--- src/hdl/spq_pkg.sv ---
// Shared types and constants for the stable priority queue.
`default_nettype none

package spq_pkg;

  // Fixed widths of the stream fields
  localparam int unsigned ItemDataW = 32;
  localparam int unsigned ItemPrioW = 8;
  localparam int unsigned OccW      = 5;
  localparam int unsigned StatusW   = 2;

  // Packed stream words, zero padded to whole bytes
  localparam int unsigned InTdataW  = 40;
  localparam int unsigned OutTdataW = 48;

  // Operation codes carried in tuser of the input stream
  typedef enum logic {
    OP_INSERT = 1'b0,
    OP_POP    = 1'b1
  } op_e;

  // Result codes carried in tuser of the output stream
  typedef enum logic [StatusW-1:0] {
    ST_OK    = 2'd0,
    ST_FULL  = 2'd1,
    ST_EMPTY = 2'd2
  } status_e;

  // Command broadcast to every cell of the chain
  typedef struct packed {
    logic ins_en;  // insert the new entry into the sorted chain
    logic pop_en;  // shift the chain toward the front
  } cell_cmd_t;

endpackage : spq_pkg

`default_nettype wire

--- src/hdl/spq_cell.sv ---
// One slot of the sorted shift chain: holds an entry, keeps, shifts or takes the new one.
`default_nettype none

module spq_cell
  import spq_pkg::*;
#(
  parameter int unsigned DATA_WIDTH = 32,
  parameter int unsigned PRIO_WIDTH = 8
) (
  input  wire logic                  clk_i,
  input  wire logic                  rst_ni,
  input  wire cell_cmd_t             cmd_i,
  input  wire logic [DATA_WIDTH-1:0] new_data_i,
  input  wire logic [PRIO_WIDTH-1:0] new_prio_i,
  // neighbor toward the front
  input  wire logic                  left_behind_i,
  input  wire logic                  left_valid_i,
  input  wire logic [DATA_WIDTH-1:0] left_data_i,
  input  wire logic [PRIO_WIDTH-1:0] left_prio_i,
  // neighbor toward the back
  input  wire logic                  right_valid_i,
  input  wire logic [DATA_WIDTH-1:0] right_data_i,
  input  wire logic [PRIO_WIDTH-1:0] right_prio_i,
  // own contents
  output logic                       behind_o,
  output logic                       valid_o,
  output logic [DATA_WIDTH-1:0]      data_o,
  output logic [PRIO_WIDTH-1:0]      prio_o
);

  logic                  valid_q, valid_d;
  logic [DATA_WIDTH-1:0] data_q, data_d;
  logic [PRIO_WIDTH-1:0] prio_q, prio_d;

  // New entry belongs behind this one (ties keep arrival order)
  assign behind_o = valid_q && (prio_q <= new_prio_i);

  // Next contents
  always_comb begin
    valid_d = valid_q;
    data_d  = data_q;
    prio_d  = prio_q;
    if (cmd_i.ins_en) begin
      if (!behind_o) begin
        if (left_behind_i) begin
          // insertion point
          valid_d = 1'b1;
          data_d  = new_data_i;
          prio_d  = new_prio_i;
        end else begin
          // make room: take the neighbor's entry
          valid_d = left_valid_i;
          data_d  = left_data_i;
          prio_d  = left_prio_i;
        end
      end
    end else if (cmd_i.pop_en) begin
      valid_d = right_valid_i;
      data_d  = right_data_i;
      prio_d  = right_prio_i;
    end
  end

  // Valid bit is control state
  always_ff @(posedge clk_i or negedge rst_ni) begin
    if (!rst_ni) begin
      valid_q <= 1'b0;
    end else begin
      valid_q <= valid_d;
    end
  end

  // Payload needs no reset
  always_ff @(posedge clk_i) begin
    data_q <= data_d;
    prio_q <= prio_d;
  end

  assign valid_o = valid_q;
  assign data_o  = data_q;
  assign prio_o  = prio_q;

endmodule : spq_cell

`default_nettype wire

--- src/hdl/stable_priority_queue.sv ---
// Top level of the stable priority queue: stream ports, cell chain, result register.
//
// Usage:
//   Input stream (s_axis_*): tuser is the opcode (0 insert, 1 pop), tdata
//   carries the data word and the priority of an insert. Output stream
//   (m_axis_*): one result transaction per input transaction; tuser is the
//   status (0 ok, 1 insert dropped because full, 2 pop on empty queue), tdata
//   holds the popped data and priority (zero when nothing was popped) and the
//   occupancy after the operation.
//   Entries leave lowest priority value first; equal values leave in arrival
//   order. The store is a chain of DEPTH cells that all compare against the
//   new priority in the same cycle, so an insert or pop updates the whole chain at once.
//   Result: registered, on m_axis in the cycle after the input transaction.
//   Throughput: one transaction per cycle while the output is taken; the
//   output register lets a new input in during the cycle its result leaves.
//   Receiver stall: the result register holds and s_axis_tready drops until
//   the pending result is taken; queue contents are untouched.
//   Reset: the queue is empty and no result is pending; no clearing pass.
`default_nettype none

module stable_priority_queue
  import spq_pkg::*;
#(
  parameter int unsigned DEPTH      = 16,
  parameter int unsigned DATA_WIDTH = 32,
  parameter int unsigned PRIO_WIDTH = 8
) (
  input  wire logic                 clk_i,
  input  wire logic                 rst_ni,
  // input stream
  input  wire logic                 s_axis_tvalid,
  output logic                      s_axis_tready,
  input  wire logic [InTdataW-1:0]  s_axis_tdata,  // [31:0] item_data, [39:32] item_priority
  input  wire logic                 s_axis_tuser,  // [0] opcode
  // output stream
  output logic                      m_axis_tvalid,
  input  wire logic                 m_axis_tready,
  output logic [OutTdataW-1:0]      m_axis_tdata,  // [31:0] front_data, [39:32] front_priority,
                                                   // [44:40] occupancy, [47:45] zero
  output logic [StatusW-1:0]        m_axis_tuser   // [1:0] status
);

  localparam int unsigned CntW  = $clog2(DEPTH + 1);
  localparam int unsigned DataX = (DATA_WIDTH > ItemDataW) ? DATA_WIDTH : ItemDataW;
  localparam int unsigned PrioX = (PRIO_WIDTH > ItemPrioW) ? PRIO_WIDTH : ItemPrioW;
  localparam int unsigned OccX  = (CntW > OccW) ? CntW : OccW;

  // Input decode
  logic                  in_acc;
  op_e                   in_op;
  logic [ItemDataW-1:0]  in_data_raw;
  logic [ItemPrioW-1:0]  in_prio_raw;
  logic [DataX-1:0]      in_data_x;
  logic [PrioX-1:0]      in_prio_x;
  logic [DATA_WIDTH-1:0] new_data;
  logic [PRIO_WIDTH-1:0] new_prio;

  assign in_op       = op_e'(s_axis_tuser);
  assign in_data_raw = s_axis_tdata[ItemDataW-1:0];
  assign in_prio_raw = s_axis_tdata[ItemDataW+ItemPrioW-1:ItemDataW];
  assign in_data_x   = DataX'(in_data_raw);
  assign in_prio_x   = PrioX'(in_prio_raw);
  assign new_data    = in_data_x[DATA_WIDTH-1:0];
  assign new_prio    = in_prio_x[PRIO_WIDTH-1:0];

  // Result register and occupancy
  logic                 out_valid_q;
  status_e              out_status_q, out_status_d;
  logic [ItemDataW-1:0] out_data_q, out_data_d;
  logic [ItemPrioW-1:0] out_prio_q, out_prio_d;
  logic [OccW-1:0]      out_occ_q, out_occ_d;
  logic [CntW-1:0]      count_q, count_d;

  assign s_axis_tready = !out_valid_q || m_axis_tready;
  assign in_acc        = s_axis_tvalid && s_axis_tready;

  // Cell chain wiring
  logic [DEPTH-1:0]      cell_valid;
  logic [DEPTH-1:0]      cell_behind;
  logic [DATA_WIDTH-1:0] cell_data [DEPTH];
  logic [PRIO_WIDTH-1:0] cell_prio [DEPTH];
  cell_cmd_t             cmd;

  logic is_full, is_empty;
  assign is_full  = (count_q == CntW'(DEPTH));
  assign is_empty = (count_q == '0);

  always_comb begin
    cmd.ins_en = in_acc && (in_op == OP_INSERT) && !is_full;
    cmd.pop_en = in_acc && (in_op == OP_POP) && !is_empty;
  end

  for (genvar i = 0; i < DEPTH; i++) begin : g_cell
    logic                  l_behind, l_valid, r_valid;
    logic [DATA_WIDTH-1:0] l_data, r_data;
    logic [PRIO_WIDTH-1:0] l_prio, r_prio;

    // Front cell: the new entry lands here unless it goes behind it
    if (i == 0) begin : g_front
      assign l_behind = 1'b1;
      assign l_valid  = 1'b0;
      assign l_data   = new_data;
      assign l_prio   = new_prio;
    end else begin : g_mid
      assign l_behind = cell_behind[i-1];
      assign l_valid  = cell_valid[i-1];
      assign l_data   = cell_data[i-1];
      assign l_prio   = cell_prio[i-1];
    end

    // Back cell empties on a pop
    if (i == DEPTH - 1) begin : g_back
      assign r_valid = 1'b0;
      assign r_data  = cell_data[i];
      assign r_prio  = cell_prio[i];
    end else begin : g_next
      assign r_valid = cell_valid[i+1];
      assign r_data  = cell_data[i+1];
      assign r_prio  = cell_prio[i+1];
    end

    spq_cell #(
      .DATA_WIDTH (DATA_WIDTH),
      .PRIO_WIDTH (PRIO_WIDTH)
    ) u_cell (
      .clk_i         (clk_i),
      .rst_ni        (rst_ni),
      .cmd_i         (cmd),
      .new_data_i    (new_data),
      .new_prio_i    (new_prio),
      .left_behind_i (l_behind),
      .left_valid_i  (l_valid),
      .left_data_i   (l_data),
      .left_prio_i   (l_prio),
      .right_valid_i (r_valid),
      .right_data_i  (r_data),
      .right_prio_i  (r_prio),
      .behind_o      (cell_behind[i]),
      .valid_o       (cell_valid[i]),
      .data_o        (cell_data[i]),
      .prio_o        (cell_prio[i])
    );
  end

  // Result of the current transaction
  logic [DataX-1:0] front_data_x;
  logic [PrioX-1:0] front_prio_x;
  logic [OccX-1:0]  occ_x;

  assign front_data_x = DataX'(cell_data[0]);
  assign front_prio_x = PrioX'(cell_prio[0]);
  assign occ_x        = OccX'(count_d);

  always_comb begin
    count_d      = count_q;
    out_status_d = ST_OK;
    out_data_d   = '0;
    out_prio_d   = '0;
    if (cmd.ins_en) begin
      count_d = count_q + CntW'(1);
    end else if (cmd.pop_en) begin
      count_d    = count_q - CntW'(1);
      out_data_d = front_data_x[ItemDataW-1:0];
      out_prio_d = front_prio_x[ItemPrioW-1:0];
    end else if (in_op == OP_INSERT) begin
      out_status_d = ST_FULL;
    end else begin
      out_status_d = ST_EMPTY;
    end
    out_occ_d = occ_x[OccW-1:0];
  end

  // Control registers
  always_ff @(posedge clk_i or negedge rst_ni) begin
    if (!rst_ni) begin
      out_valid_q <= 1'b0;
      count_q     <= '0;
    end else begin
      if (in_acc) begin
        out_valid_q <= 1'b1;
        count_q     <= count_d;
      end else if (m_axis_tready) begin
        out_valid_q <= 1'b0;
      end
    end
  end

  // Result payload
  always_ff @(posedge clk_i) begin
    if (in_acc) begin
      out_status_q <= out_status_d;
      out_data_q   <= out_data_d;
      out_prio_q   <= out_prio_d;
      out_occ_q    <= out_occ_d;
    end
  end

  assign m_axis_tvalid = out_valid_q;
  assign m_axis_tuser  = out_status_q;
  assign m_axis_tdata  = {3'b000, out_occ_q, out_prio_q, out_data_q};

  // Occupied cells always match the entry count
  assert property (@(posedge clk_i) disable iff (!rst_ni)
    $countones(cell_valid) == int'(count_q))
    else $error("cell valid bits disagree with entry count");

  // Occupied cells form a solid run from the front
  assert property (@(posedge clk_i) disable iff (!rst_ni)
    ((cell_valid + DEPTH'(1)) & cell_valid) == '0)
    else $error("gap in the occupied cells");

  // A pop on an empty queue reports empty with no entry
  assert property (@(posedge clk_i) disable iff (!rst_ni)
    (in_acc && in_op == OP_POP && is_empty) |=>
      (m_axis_tuser == ST_EMPTY && m_axis_tdata[ItemDataW-1:0] == '0))
    else $error("empty pop not reported");

  // A successful insert grows the queue by one
  assert property (@(posedge clk_i) disable iff (!rst_ni)
    cmd.ins_en |=> (count_q == $past(count_q) + CntW'(1)))
    else $error("insert did not grow the queue");

endmodule : stable_priority_queue

`default_nettype wire
--- config.mk ---
export PLATFORM = sky130hd
export DESIGN_NAME = stable_priority_queue
export DESIGN_NICKNAME = d
export VERILOG_FILES = /design/src/hdl/spq_pkg.sv /design/src/hdl/spq_cell.sv /design/src/hdl/stable_priority_queue.sv
export SDC_FILE = /design/constraint.sdc
export NUM_CORES = 2
export LEC_CHECK = 0
export BUFFER_PORTS_ARGS = -buffer_cell sky130_fd_sc_hd__buf_2
export CAP_MARGIN = 20
export CORE_MARGIN = 5
export CORE_UTILIZATION = 40
export DETAILED_ROUTE_END_ITERATION = 16
export GPL_TIMING_DRIVEN = 0
export PLACE_DENSITY_LB_ADDON = 0.12
export RECOVER_POWER = 50
export SLEW_MARGIN = 30
export SYNTH_ARGS = -nofsm -noshare
export SYNTH_HDL_FRONTEND = slang
export SYNTH_SLANG_ARGS = --single-unit
export TNS_END_PERCENT = 50
--- constraint.sdc ---
create_clock -name clk_i -period 6.6 [get_ports clk_i]
set_clock_uncertainty 0.15 [all_clocks]
set_input_delay 0.99 -clock clk_i [delete_from_list [all_inputs] [get_ports clk_i]]
set_output_delay 0.99 -clock clk_i [all_outputs]
set_load 0.01 [all_outputs]
==> flow_metrics.env <==
export IMPL_worstPathRequired_ns=6.86
export IMPL_met3_usage_pct=5.34
export IMPL_setup_slack_ns=1.07
export IMPL_p_clk_share_pct=27.1
export IMPL_fin_cells=5859
export IMPL_mostFrequentLayoutCell="edfxtp_1"
export IMPL_ios=97
export IMPL_layout_nets=4577
export IMPL_synth_seq_area_share_pct=50.7
export IMPL_power_internal_mw=10.5
export IMPL_yosys_most_used_dff="edfxtp_1"
export IMPL_grt_use_met2_pct=42.4
export IMPL_dp_cells=5695
export IMPL_worstReg2RegEnd="g_cell[15].u_cell.data_o[12]"
export IMPL_report_final_slew_viol_count=95
export IMPL_cts_sinks=709
export IMPL_clk_latency_ns=0.67
export IMPL_place_ws_ns=1.37
export IMPL_hold_violations=0
export IMPL_ys_warn_count=0
export IMPL_wl_per_cell_um=29.2
export IMPL_synth_top_area_share_pct=49.3
export IMPL_synth_top_cell_by_area="edfxtp_1"
export IMPL_core_um2=104000
export IMPL_finalCriticalPeriod_ns=5.53
export IMPL_cts_hold_buf=0
export IMPL_p_total_mw=17.3
export IMPL_seqPwrFrac_pct=37.3
export IMPL_hp_class="register to register"
export IMPL_post_cts_buffers=0
export IMPL_clk_pin_slew_worst_paths_ns=0.06
export IMPL_gr_usage_all_layers_pct=29.4
export IMPL_fmax_mhz=181
export IMPL_reg2reg_setup_slack_ns=1.07
export IMPL_status="finished, violations left"
export IMPL_grt_pass1_vias=38168
export IMPL_busiest_layer="met1"
export IMPL_ant_nets=0
export IMPL_via_per_inst=6.65
export IMPL_fin_crit_sh_pct=83.8
export IMPL_placementRows=118
export IMPL_p_per_area_nw_per_um2=365
export IMPL_drtIter0Drc=5025
export IMPL_cts_tree="built"
export IMPL_first_pass_iters=5
export IMPL_cts_max_level=3
export IMPL_holdWs_ns=0.405
export IMPL_power_frac_comb_pct=35.7
export IMPL_switching_power_mw=6.83
export IMPL_startpoint="count_q[0]"
export IMPL_switching_share_pct=39.4
export IMPL_ctsLongestPathBuffers=3
export IMPL_violations="capacitance limit, slew limit"
export IMPL_place_congestion=0.920
export IMPL_worstSetupStartpointType="register"
export IMPL_setup_viol=0
export IMPL_num_vias=38946
export IMPL_tightest_slew_ns=2.43
export IMPL_num_fill_cells=10139
export IMPL_initial_utilization_pct=40.3
export IMPL_drv_cap=5
export IMPL_portBuffers=54
export IMPL_dp_hpwl_um=134000
export IMPL_worst_path_max_fanout=17
export IMPL_grt_max_degree=42
export IMPL_crit_type="register to register"
export IMPL_ys_seq_elements=709
export IMPL_p_leak_nw=15.5
export IMPL_fp_dieW_um=333
export IMPL_synth_edf_count=687
export IMPL_postSynthAreaPerCell_um2=9.89
export IMPL_area_growth_pct=13.5
export IMPL_drive_above_1_share_pct=7.60
export IMPL_drcViolationCount=0
export IMPL_antenna_found_initial=10
export IMPL_timing_slew_headroom_pct=-61.9
export IMPL_synth_area_leaders="edfxtp_1 (49%), o31ai_1 (10%), nand4_1 (8.7%)"
export IMPL_vdd_ir_drop_max_v=0.000188
export IMPL_grt_pass1_wl_um=249000
export IMPL_grtUsageMet1_pct=45.0
export IMPL_tns_ns=0
export IMPL_layout_common_cells="edfxtp_1 (687), nand4_1 (579), o31ai_1 (573)"
export IMPL_worstReg2RegStart="count_q[0]"
export IMPL_wirelength_um=171000
export IMPL_r2r_cells=9
export IMPL_cts_root_buf="clkbuf_16"
export IMPL_ys_types=48
export IMPL_die_area_um2=111000
export IMPL_synthCells=4226
export IMPL_grt_ovfl_total=0
export IMPL_setup_worst_path_end="g_cell[15].u_cell.data_o[12]"
export IMPL_critPathArrivalTime_ns=5.79
export IMPL_cts_resized=0
export IMPL_rsz0062_at_grt="false"
export IMPL_cp_end_kind="register"
export IMPL_syn_area_um2=41800
export IMPL_cts_buffers=85
export IMPL_dieHeight_um=333
export IMPL_ys_async_sr_fraction_pct=3.10
[kinds of logic after synthesis]
kind of cell,synth area share [%]
AOI/OAI and AO/OA,21.9
xor gates and xnor gates,0.126
adders and majority gates,3.89
buffers and inverters,6.19
DFF,50.7
muxes,1.10
other,0.00897
and+or+nand+nor,16.2
[power by group through the flow]
stage / Clock [mW] / Combinational [mW] / Sequential (mW)
detailed placement: 0 / 5.97 / 6.53
CTS: 4.73 / 5.99 / 6.45
global placement: 0 / 5.59 / 6.65
global route: 4.92 / 6.62 / 6.51
finish: 4.69 / 6.18 / 6.46
floorplan: 0 / 3.87 / 6.38
[cells in the mapped netlist (14+ instances only)]
library cell,count
o211ai_1,19
a22oi_1,27
dfrtp_1,22
buf_1,32
nor2_1,562
mux2_2,40
nor3_1,14
a21oi_1,65
nand2_1,126
clkinv_1,14
clkbuf_1,430
o31ai_1,573
o21ai_1,15
o21ai_0,39
nor2b_1,30
a41oi_1,14
nand4_1,579
a211oi_1,14
a211o_1,14
a31oi_1,546
edfxtp_1,687
buf_2,132
and2_1,39
inv_1,28
ha_1,130
[worst max-delay path: stages, from the launching register on]
cell	delay, ns
dfrtp_1	0.42
inv_1	0.13
ha_1	0.20
or3b_1	0.43
o2111ai_1	0.99
clkbuf_1	1.25
clkbuf_1	0.97
a21oi_4	0.26
buf_16	0.27
buf_16	0.17
[area by class of cell]
cell class	instances	area [um2]	share of cell area (%)
inverter	42	159	0.335
antenna	6	15.0	0.0316
multi-input combinational	2878	18200	38.4
sequential	709	21200	44.6
clock buffer	124	2390	5.03
timing repair buffer	87	1090	2.30
buffer	599	2420	5.09
tap	1380	1730	3.64
clock inverter	34	280	0.590
[worst min path at each step]
| stage | startpoint | endpoint | slack, ns | cells past startpoint |
|---|---|---|---|---|
| finish | g_cell[1].u_cell.data_o[13] | g_cell[0].u_cell.data_o[13] | 0.41 | 2 |
| global route | g_cell[0].u_cell.data_o[16] | out_data_q[16] | 0.42 | 1 |
| CTS | rst_ni | m_axis_tvalid | 0.26 | 1 |
| detailed placement | g_cell[1].u_cell.data_o[13] | g_cell[0].u_cell.data_o[13] | 0.39 | 2 |
| global placement | count_q[3] | count_q[3] | 0.39 | 1 |
| floorplan | g_cell[1].u_cell.data_o[0] | g_cell[0].u_cell.data_o[0] | 0.37 | 2 |
[routing by layer]
| layer | wire, um | vias to the layer above |
|---|---|---|
| li1 | - | 17292 |
| met1 | 78300 | 19306 |
| met2 | 71500 | 2064 |
| met3 | 16200 | 272 |
| met4 | 5060 | 12 |
| met5 | 71 | - |
[stage by stage]
step / util, % / area [um2]
after floorplan: - / 41800
after global placement: 42.3 / 43800
after detailed placement: 43.3 / 44900
after CTS: 45.9 / 47600
after global routing: 45.8 / 47400
final: 45.8 / 47500
[sequential cells by signal, indices dropped and copies added (netlist names)]
| name | flops |
|---|---|
| m_axis_tuser | 2 |
| out_occ_q | 5 |
| g_cell.u_cell.valid_o | 16 |
| g_cell.u_cell.data_o | 512 |
| out_prio_q | 8 |
| out_data_q | 32 |
| count_q | 5 |
| m_axis_tvalid | 1 |
| g_cell.u_cell.prio_o | 128 |
Note: power is estimated with default switching activity, not from simulation.
